## src/sv/srcp_pkg.sv

```systemverilog
// Shared types, character codes and helpers for the serial register command parser.
`default_nettype none
package srcp_pkg;

   localparam int CharWidth   = 8;
   localparam int KindWidth   = 2;
   localparam int BusWidth    = 7;
   localparam int AddrWidth   = 8;
   localparam int DataWidth   = 8;
   localparam int RegIdxWidth = 4;
   localparam int NibWidth    = 4;
   localparam int CsrIdxWidth = 1;
   localparam int CsrDatWidth = 8;

   localparam logic [CsrIdxWidth-1:0] CSR_REG_BASE = 1'd0;
   localparam logic [CsrIdxWidth-1:0] CSR_BUS_ADDR = 1'd1;

   localparam logic [KindWidth-1:0] KIND_NONE  = 2'd0;
   localparam logic [KindWidth-1:0] KIND_WRITE = 2'd1;
   localparam logic [KindWidth-1:0] KIND_PAGE  = 2'd2;

   localparam logic [CharWidth-1:0] CH_CR     = 8'h0D;
   localparam logic [CharWidth-1:0] CH_EQ     = 8'h3D;
   localparam logic [CharWidth-1:0] CH_ZERO   = 8'h30;
   localparam logic [CharWidth-1:0] CH_ONE    = 8'h31;
   localparam logic [CharWidth-1:0] CH_NINE   = 8'h39;
   localparam logic [CharWidth-1:0] CH_UP_A   = 8'h41;
   localparam logic [CharWidth-1:0] CH_UP_C   = 8'h43;
   localparam logic [CharWidth-1:0] CH_UP_F   = 8'h46;
   localparam logic [CharWidth-1:0] CH_UP_P   = 8'h50;
   localparam logic [CharWidth-1:0] CH_LO_A   = 8'h61;
   localparam logic [CharWidth-1:0] CH_LO_C   = 8'h63;
   localparam logic [CharWidth-1:0] CH_LO_F   = 8'h66;
   localparam logic [CharWidth-1:0] CH_LO_P   = 8'h70;
   localparam logic [CharWidth-1:0] HEX_TEN   = 8'd10;

   typedef struct packed {
      logic [KindWidth-1:0]   event_kind;
      logic [BusWidth-1:0]    target_bus_address;
      logic [AddrWidth-1:0]   device_reg_address;
      logic [DataWidth-1:0]   write_data;
      logic [RegIdxWidth-1:0] register_index;
      logic                   page_now;
   } result_type;

   typedef struct packed {
      logic                valid;
      logic [NibWidth-1:0] value;
   } nibble_type;

   function automatic nibble_type nibble_of(input logic [CharWidth-1:0] ch);
      nibble_type              n;
      logic [CharWidth-1:0]    diff;
      n    = '{valid: 1'b0, value: '0};
      diff = '0;
      if (ch >= CH_ZERO && ch <= CH_NINE) begin
         diff = ch - CH_ZERO;
         n    = '{valid: 1'b1, value: diff[NibWidth-1:0]};
      end else if (ch >= CH_UP_A && ch <= CH_UP_F) begin
         diff = ch - CH_UP_A + HEX_TEN;
         n    = '{valid: 1'b1, value: diff[NibWidth-1:0]};
      end else if (ch >= CH_LO_A && ch <= CH_LO_F) begin
         diff = ch - CH_LO_A + HEX_TEN;
         n    = '{valid: 1'b1, value: diff[NibWidth-1:0]};
      end
      return n;
   endfunction

endpackage
`default_nettype wire

```

## src/sv/serial_register_command_parser_unit.sv

```systemverilog
// Top level of the serial register command parser: byte parser, shadow store and result skid.
//
// Usage: feed one ASCII character per item on the req_ channel (req_valid,
// req_stall, req_char_byte). Every accepted item yields exactly one result
// item on the rsp_ channel: the event kind, the bus write fields (zero when
// no write is issued) and the current page flag.
// Commands: "C<d>=<h><h><CR>" stores a byte in shadow register d and issues
// a write to register_base_address + d - 1; "P<CR>" toggles the page.
// Any out-of-order character drops the parser back to idle.
// The result is registered in the result register, or in the skid register while stalled.
// Throughput: one item per cycle while req_stall is low.
// Stall: a two-entry output (result register plus skid register) keeps the
// input open while one result waits; req_stall rises only once the skid
// register is full, and falls the cycle after the receiver takes a result.
// Configuration: csr_write with csr_index 0 (register base address) or 1
// (bus device address); the user writes it only while the block is idle (not enforced).
// Reset: synchronous, active high; parser idle, page 0, shadow store cleared,
// configuration zero, no result pending.
`default_nettype none
module serial_register_command_parser_unit #(
   parameter int NUM_SHADOW_REGS = 9
) (
   input  wire logic                                clock,
   input  wire logic                                reset,
   input  wire logic                                csr_write,
   input  wire logic [srcp_pkg::CsrIdxWidth-1:0]    csr_index,
   input  wire logic [srcp_pkg::CsrDatWidth-1:0]    csr_data,
   input  wire logic                                req_valid,
   output logic                                     req_stall,
   input  wire logic [srcp_pkg::CharWidth-1:0]      req_char_byte,
   output logic                                     rsp_valid,
   input  wire logic                                rsp_stall,
   output logic [srcp_pkg::KindWidth-1:0]           rsp_event_kind,
   output logic [srcp_pkg::BusWidth-1:0]            rsp_target_bus_address,
   output logic [srcp_pkg::AddrWidth-1:0]           rsp_device_reg_address,
   output logic [srcp_pkg::DataWidth-1:0]           rsp_write_data,
   output logic [srcp_pkg::RegIdxWidth-1:0]         rsp_register_index,
   output logic                                     rsp_page_now
);
   import srcp_pkg::*;

   localparam int ShadowIdxWidth = (NUM_SHADOW_REGS > 1) ? $clog2(NUM_SHADOW_REGS) : 1;
   localparam logic [CharWidth-1:0] MaxDigit = CH_ZERO + CharWidth'(NUM_SHADOW_REGS);
   localparam logic [RegIdxWidth-1:0] MaxReg = RegIdxWidth'(NUM_SHADOW_REGS);

   typedef enum logic [2:0] {
      ST_IDLE,
      ST_CMD,
      ST_REG,
      ST_EQ,
      ST_HI,
      ST_LO,
      ST_PAGE
   } parse_state_type;

   parse_state_type           parse_state_ff, parse_state_in;
   logic [RegIdxWidth-1:0]    pending_register_ff, pending_register_in;
   logic [DataWidth-1:0]      value_accumulator_ff, value_accumulator_in;
   logic                      page_flag_ff, page_flag_in;
   logic [DataWidth-1:0]      shadow_ff [NUM_SHADOW_REGS];
   logic [AddrWidth-1:0]      reg_base_ff;
   logic [BusWidth-1:0]       bus_addr_ff;
   result_type                out_ff, skid_ff, result_in;
   logic                      out_valid_ff, skid_valid_ff;

   logic                      accept;
   logic                      take;
   logic                      shadow_we;
   nibble_type                nib;
   logic [CharWidth-1:0]      digit;
   logic [RegIdxWidth-1:0]    reg_minus_one;
   logic [ShadowIdxWidth-1:0] shadow_idx;

   assign accept        = req_valid && !skid_valid_ff;
   assign take          = out_valid_ff && !rsp_stall;
   assign req_stall     = skid_valid_ff;
   assign nib           = nibble_of(req_char_byte);
   assign digit         = req_char_byte - CH_ZERO;
   assign reg_minus_one = pending_register_ff - RegIdxWidth'(1);
   assign shadow_idx    = reg_minus_one[ShadowIdxWidth-1:0];

   always_comb begin
      parse_state_in       = ST_IDLE;
      pending_register_in  = pending_register_ff;
      value_accumulator_in = value_accumulator_ff;
      page_flag_in         = page_flag_ff;
      shadow_we            = 1'b0;
      result_in            = '0;
      unique case (parse_state_ff)
         ST_IDLE: begin
            if (req_char_byte == CH_UP_C || req_char_byte == CH_LO_C) begin
               parse_state_in = ST_CMD;
            end else if (req_char_byte == CH_UP_P || req_char_byte == CH_LO_P) begin
               parse_state_in = ST_PAGE;
            end
         end
         ST_CMD: begin
            if (req_char_byte >= CH_ONE && req_char_byte <= MaxDigit) begin
               pending_register_in = digit[RegIdxWidth-1:0];
               parse_state_in      = ST_REG;
            end
         end
         ST_REG: begin
            if (req_char_byte == CH_EQ) begin
               parse_state_in = ST_EQ;
            end
         end
         ST_EQ: begin
            if (nib.valid) begin
               value_accumulator_in = {nib.value, {(DataWidth-NibWidth){1'b0}}};
               parse_state_in       = ST_HI;
            end
         end
         ST_HI: begin
            if (nib.valid) begin
               value_accumulator_in = value_accumulator_ff
                                    | {{(DataWidth-NibWidth){1'b0}}, nib.value};
               parse_state_in       = ST_LO;
            end
         end
         ST_LO: begin
            if (req_char_byte == CH_CR && pending_register_ff != '0
                && pending_register_ff <= MaxReg) begin
               shadow_we                    = 1'b1;
               result_in.event_kind         = KIND_WRITE;
               result_in.target_bus_address = bus_addr_ff;
               result_in.device_reg_address = reg_base_ff
                  + {{(AddrWidth-RegIdxWidth){1'b0}}, pending_register_ff}
                  - AddrWidth'(1);
               result_in.write_data         = value_accumulator_ff;
               result_in.register_index     = pending_register_ff;
            end
         end
         ST_PAGE: begin
            if (req_char_byte == CH_CR) begin
               page_flag_in         = !page_flag_ff;
               result_in.event_kind = KIND_PAGE;
            end
         end
         default: begin
            parse_state_in = ST_IDLE;
         end
      endcase
      result_in.page_now = page_flag_in;
   end

   always_ff @(posedge clock) begin
      if (reset) begin
         parse_state_ff       <= ST_IDLE;
         pending_register_ff  <= '0;
         value_accumulator_ff <= '0;
         page_flag_ff         <= 1'b0;
         reg_base_ff          <= '0;
         bus_addr_ff          <= '0;
         out_valid_ff         <= 1'b0;
         skid_valid_ff        <= 1'b0;
         for (int i = 0; i < NUM_SHADOW_REGS; i++) begin
            shadow_ff[i] <= '0;
         end
      end else begin
         if (csr_write) begin
            unique case (csr_index)
               CSR_REG_BASE: reg_base_ff <= csr_data[AddrWidth-1:0];
               CSR_BUS_ADDR: bus_addr_ff <= csr_data[BusWidth-1:0];
               default: ;
            endcase
         end
         if (accept) begin
            parse_state_ff       <= parse_state_in;
            pending_register_ff  <= pending_register_in;
            value_accumulator_ff <= value_accumulator_in;
            page_flag_ff         <= page_flag_in;
            if (shadow_we) begin
               shadow_ff[shadow_idx] <= value_accumulator_ff;
            end
         end
         // hold the result while stalled; park a new item in the skid register
         if (out_valid_ff && !take) begin
            if (accept) begin
               skid_ff       <= result_in;
               skid_valid_ff <= 1'b1;
            end
         end else if (skid_valid_ff) begin
            out_ff        <= skid_ff;
            out_valid_ff  <= 1'b1;
            skid_valid_ff <= 1'b0;
         end else begin
            out_ff       <= result_in;
            out_valid_ff <= accept;
         end
      end
   end

   assign rsp_valid              = out_valid_ff;
   assign rsp_event_kind         = out_ff.event_kind;
   assign rsp_target_bus_address = out_ff.target_bus_address;
   assign rsp_device_reg_address = out_ff.device_reg_address;
   assign rsp_write_data         = out_ff.write_data;
   assign rsp_register_index     = out_ff.register_index;
   assign rsp_page_now           = out_ff.page_now;

endmodule
`default_nettype wire
```

## config.mk

```make
export PLATFORM = sky130hd
export DESIGN_NAME = serial_register_command_parser_unit
export DESIGN_NICKNAME = d
export VERILOG_FILES = /design/src/sv/srcp_pkg.sv /design/src/sv/serial_register_command_parser_unit.sv
export SDC_FILE = /design/constraint.sdc
export NUM_CORES = 1
export LEC_CHECK = 0
export ABC_AREA = 0
export BUFFER_PORTS_ARGS = -buffer_cell sky130_fd_sc_hd__buf_2
export CAP_MARGIN = 40
export CELL_PAD_IN_SITES_DETAIL_PLACEMENT = 2
export CELL_PAD_IN_SITES_GLOBAL_PLACEMENT = 2
export CORE_MARGIN = 1
export CORE_UTILIZATION = 38
export DETAILED_ROUTE_END_ITERATION = 8
export PLACE_DENSITY_LB_ADDON = 0.1
export SLEW_MARGIN = 15
export SYNTH_ARGS = -nofsm -noshare
export SYNTH_HDL_FRONTEND = slang
export SYNTH_SLANG_ARGS = --single-unit
export TNS_END_PERCENT = 5
```

## constraint.sdc

```tcl
create_clock -name clock -period 4 [get_ports clock]
set_input_delay 0.8 -clock clock [delete_from_list [all_inputs] [get_ports clock]]
set_output_delay 0.8 -clock clock [all_outputs]
set_load 0.005 [all_outputs]
```

* After elaboration in Yosys (flattened, before gate mapping)
Index checks and enable logic that the tools add are counted. Widths: inputs -> output; s select.
Word-level totals: flip-flop bits (word level) 93, bits of input ports 22, output and inout bits 32, word-level logic and storage cells 99
Operators by class: add/sub/neg operators 7, $lt $le $gt $ge 8, eq/ne operators 14, mux-type cells 21, bitwise gates (word level) 4, reductions and logical operators 25
Operator list (count):
- $eq 8x7->1 const B | 4
- $mux 30 | 1
- $mux 28 | 1
- $mux 27 | 1
- $ge 8x6->1 const B | 2
- $ge 8x7->1 const B | 2
- $le 8x7->1 const B | 2
- $mux 8 | 2
- $pmux 8 s2 | 1
- $mux 5 | 3
- $pmux 3 s5 | 1
- $mux 3 | 4
- $sub 4x1->4 const B | 3
- $eq 3x3->1 const B | 3
- $logic_and 1x1->1 | 9
- $add 4x4->4 const B | 2
- $add 8x4->8 | 1
- $eq 8x4->1 const B | 1
- $eq 8x6->1 const B | 1
- $le 8x6->1 const B | 1
- $or 8x4->8 | 1
- $sub 8x1->8 const B | 1
- $eq 3x2->1 const B | 2
- $mux 2 | 3
- 15 further kinds | 27

* Logic depth before layout (Yosys ltp)
depth in word-level cells 8, gate-level depth with buffers 11, gate-level depth less buffers 11

* Worst setup path before layout
OpenSTA, ideal clock, no wires.
path kind input-to-reg, start in reset, end reg skid_ff[0] in the netlist's numbering (enable), setup time 0.455 ns, arrival time 3.114 ns, required time 3.545 ns, path slack 0.431 ns, cell stages on the path 2, path buffers 1, path through clkbuf_1 > nor3_1
Between the ends: cells in the longest elaborated chain, start to end 2
Ends and longest elaborated chain:
- start, declared | line serial_register_command_parser_unit.sv:24 | input wire logic reset,
- $not 1->1 (no line)
- $reduce_and 3->1 (no line)
- end signal, assigned | line serial_register_command_parser_unit.sv:180 | skid_ff <= result_in;
- end, declared | line serial_register_command_parser_unit.sv:63 | result_type out_ff, skid_ff, result_in;
No other way between the ends. A chain may end at the register's enable or synchronous reset.

* Worst setup path in the final report
start reg pending_register_ff[1], end reg out_ff (netlist bit rsp_device_reg_address[7]), data pin
Between the ends: cells in the longest elaborated chain, start to end 6, elaborated cells between the ends (all ways) 9, classes of those cells 2 x add/sub; 1 x order compare; 3 x mux; 3 x reduce/logical
Ends and longest elaborated chain:
- start, declared | line serial_register_command_parser_unit.sv:57 | logic [RegIdxWidth-1:0] pending_register_ff, pending_register_in;
- start signal, assigned | line serial_register_command_parser_unit.sv:170 | pending_register_ff <= pending_register_in;
- parallel branches: the longest is 3 deep, another holds $add 8x4->8
- $mux 28 (*) | line serial_register_command_parser_unit.sv:122 | if (req_char_byte == CH_CR && pending_register_ff != '0
- $mux 27 (*) | line serial_register_command_parser_unit.sv:89 | unique case (parse_state_ff)
- $mux 30 (*) | line serial_register_command_parser_unit.sv:183 | end else if (skid_valid_ff) begin
- end signal, assigned | line serial_register_command_parser_unit.sv:184 | out_ff <= skid_ff;
- end signal, assigned | line serial_register_command_parser_unit.sv:188 | out_ff <= result_in;
- end, declared | line serial_register_command_parser_unit.sv:63
Mark *: on every way between the ends.

==> results.ini <==
[outcome]
status=finished clean

[timing]
hold_slack_ps=466
min_period_ps=2760
maxSlewHeadroom=0.595
fin_setup_tns_ps=0
fmax_mhz=362
worst_pin_slew_ps=607
finalMaxSlewViolations=0
setup_violations=0
rsz0062_at_grt=no
skew_ps=11.0
final_hold_viol_count=0
period_share=0.690
worst_slack_ps=1240

[synth]
syn_area_per_cell_sq_um=11.7
syn_area_sq_mm=0.00427
ys_async_sr_fraction=0
synth_seq_cells=93
ys.flop_type=edfxtp_1
synth.distinct_cells=54
postSynthCellCount=364
synth_top_family_by_area=simple AND/OR/NAND/NOR gates
muxShareOfSynthArea=0.0827
synth_nets=400
synth_edf_count=60
synth_warnings=0
synth_compound_area_frac=0.0918
yosys.area_share.adder=0.0428
synth_xor_area_frac=0.0103
yosysSeqAreaShare=0.577
synth_simple_gate_area_frac=0.153

[clock_network]
hold_buffers=0
cts_buffer_depth=2
clk_pin_slew_worst_paths_ps=90
htreeDepth=3
ctsResizeCount=0
cts_sinks=93
cts_tree=done
cts_root_buf=clkbuf_8
cts_setup_buffers=0
numCtsBuffers=9
clk-insertion-delay-late_ps=370

[worst_setup_path]
crit_chain=inv_1 > ha_1 > inv_1 > ha_1 > inv_1 > fa_1 > nor2b_1 > o31a_1 > o21ai_0 > a21oi_1 > o31ai_1
crit_type=reg -> reg
start_kind=register
required_ps=4120
cp_slowest_cell=dfxtp_1
crit_arrival_ps=2880
path_common_cell=inv_1
path_delay_family=adder cells
path_depth=11
r2r_cells=11
endpoint_kind=register
crit_fanout=4
cp_num_buf_inv=3
critPathMaxStageDelay_ps=410

[placement]
io_buffers=53
place_hpwl_mm=7.92
routabilityCongestion=0.772
preCtsSetupSlack_ps=1060
dpl_cell_area_sq_mm=0.00467

[final_layout]
layout-drive-gt1-share=0.255
layout.nets=452
syn_to_final_growth_pct=13.1
antenna-diode-count=0
final_core_util=0.443
fill_cells=1110
regArea_sq_mm=0.00246
fin_area_sq_mm=0.00482
multi_input_area_sq_mm=0.00163

[drt]
drtPass1Iterations=4
ant_nets=0
vias=2913
drc=0
viasPerCell=5.20
drt_iter0_markers=90
wl_per_cell_um=18.6
wl_mm=10.4

[die]
coreArea_sq_mm=0.0109
fp.dieArea_sq_mm=0.0117
ios=54
rows=38
chipWidth_um=108
start_util=0.392
fp.dieH_um=108

[hold_path]
min_path_type=reg -> reg
holdPathStages=1

[power_and_ir_drop]
peakVddDrop_mv=0.125
powerDensity_mw_per_mm2=364
p_leak_nw=1.90

[grt]
grt_pass1_vias=3117
grt_max_degree=32
grt_antenna_before_repair=0
globalRouteTotalUtil=0.198
grt_pass1_wl_mm=16.9
grt-ovfl-total=0

[job]
drv_cap=0

## sequential cells by signal, indices dropped and copies added, names as in the netlist, 2 cells and up
name	count
rsp_write_data	8
skid_ff	30
rsp_register_index	4
bus_addr_ff	7
rsp_event_kind	2
pending_register_ff	4
rsp_device_reg_address	8
reg_base_ff	8
parse_state_ff	3
rsp_target_bus_address	7
value_accumulator_ff	8
## per-stage QoR
stage	power (W)	instances
after floorplan	0.00117	364
after global placement	0.00123	544
after detailed placement	0.00124	545
after CTS	0.00178	560
after global routing	0.00183	560
final	0.00175	560
## kinds of logic (layout without fill, tap and decap cells)
group	after synthesis	count (layout)
xor+xnor	5	5
fa+ha+maj	14	14
mux	33	33
buf+inv	41	97
flops	93	93
compound gates	57	57
simple gates	121	121
## final cells by class
cell class	instances	share of cell area
Tap cell	140	0.0363
Clock inverter	4	0.00545
Sequential cell	93	0.511
Timing Repair Buffer	57	0.0628
Clock buffer	11	0.0272
Multi-Input combinational cell	230	0.338
Inverter	25	0.0197
## final timing paths
path / start / endpoint / slack (ps)
worst max-delay path: pending_register_ff[1] / rsp_device_reg_address[7] / 1240
worst min-delay path: value_accumulator_ff[2] / value_accumulator_ff[2] / 470
worst max register to register: pending_register_ff[1] / rsp_device_reg_address[7] / 1240
worst min register to register: value_accumulator_ff[2] / value_accumulator_ff[2] / 470
## synth_stat cells, types with 4 or more instances
cell | count | area, sq um
nor2_1 | 36 | 135
nand2b_1 | 4 | 25.0
nand3_1 | 9 | 45.0
o31ai_1 | 9 | 67.6
mux2i_1 | 15 | 150
a21oi_1 | 15 | 75.1
xor2_1 | 4 | 35.0
clkbuf_1 | 12 | 45.0
and2_1 | 7 | 43.8
nor2b_1 | 5 | 31.3
o21ai_0 | 8 | 40.0
ha_1 | 13 | 163
and2_4 | 9 | 78.8
nand4_1 | 4 | 25.0
o21a_1 | 5 | 37.5
nand2_1 | 28 | 105
dfxtp_1 | 33 | 661
mux2_2 | 17 | 191
edfxtp_1 | 60 | 1800
inv_1 | 24 | 90.1
## worst reg2reg max path, stage by stage, from the launching register on
cell and delay, ps:
dfxtp_1 410, inv_1 110, ha_1 300, inv_1 60, ha_1 180, inv_1 60, fa_1 400, nor2b_1 190
o31a_1 230, o21ai_0 120, a21oi_1 330, o31ai_1 140
## per-layer routing
layer / share of wire / wire, um / up-vias / track usage
met3: 0.024 / 249 / 12 / 0.0301
met1: 0.49 / 5110 / 1448 / 0.270
met2: 0.47 / 4870 / 52 / 0.315
li1: - / - / 1401 / -
met4: 0.016 / 162 / 0 / 0.0793
met5: 0 / 0 / - / 0
## power by group
part | total [W] | internal, W | switching, W
Combinational | 0.000153 | 0.0000596 | 0.0000932
Sequential | 0.00106 | 0.00105 | 0.0000141
Clock | 0.000540 | 0.000222 | 0.000318
## placed cells by master, fill, tap and decap left out, types with 5 or more instances in the layout
master and instances:
o21ai_0 8, and2_4 9, nand2_1 28, mux2_2 17
clkbuf_8 9, and2_1 7, o21a_1 5, nor2_1 36
nand3_1 9, mux2i_1 15, nor2b_1 5, inv_1 24
a21oi_1 14, edfxtp_1 60, buf_2 53, ha_1 13
dfxtp_1 33, o31ai_1 9
Note: power is estimated with default switching activity, not from simulation.
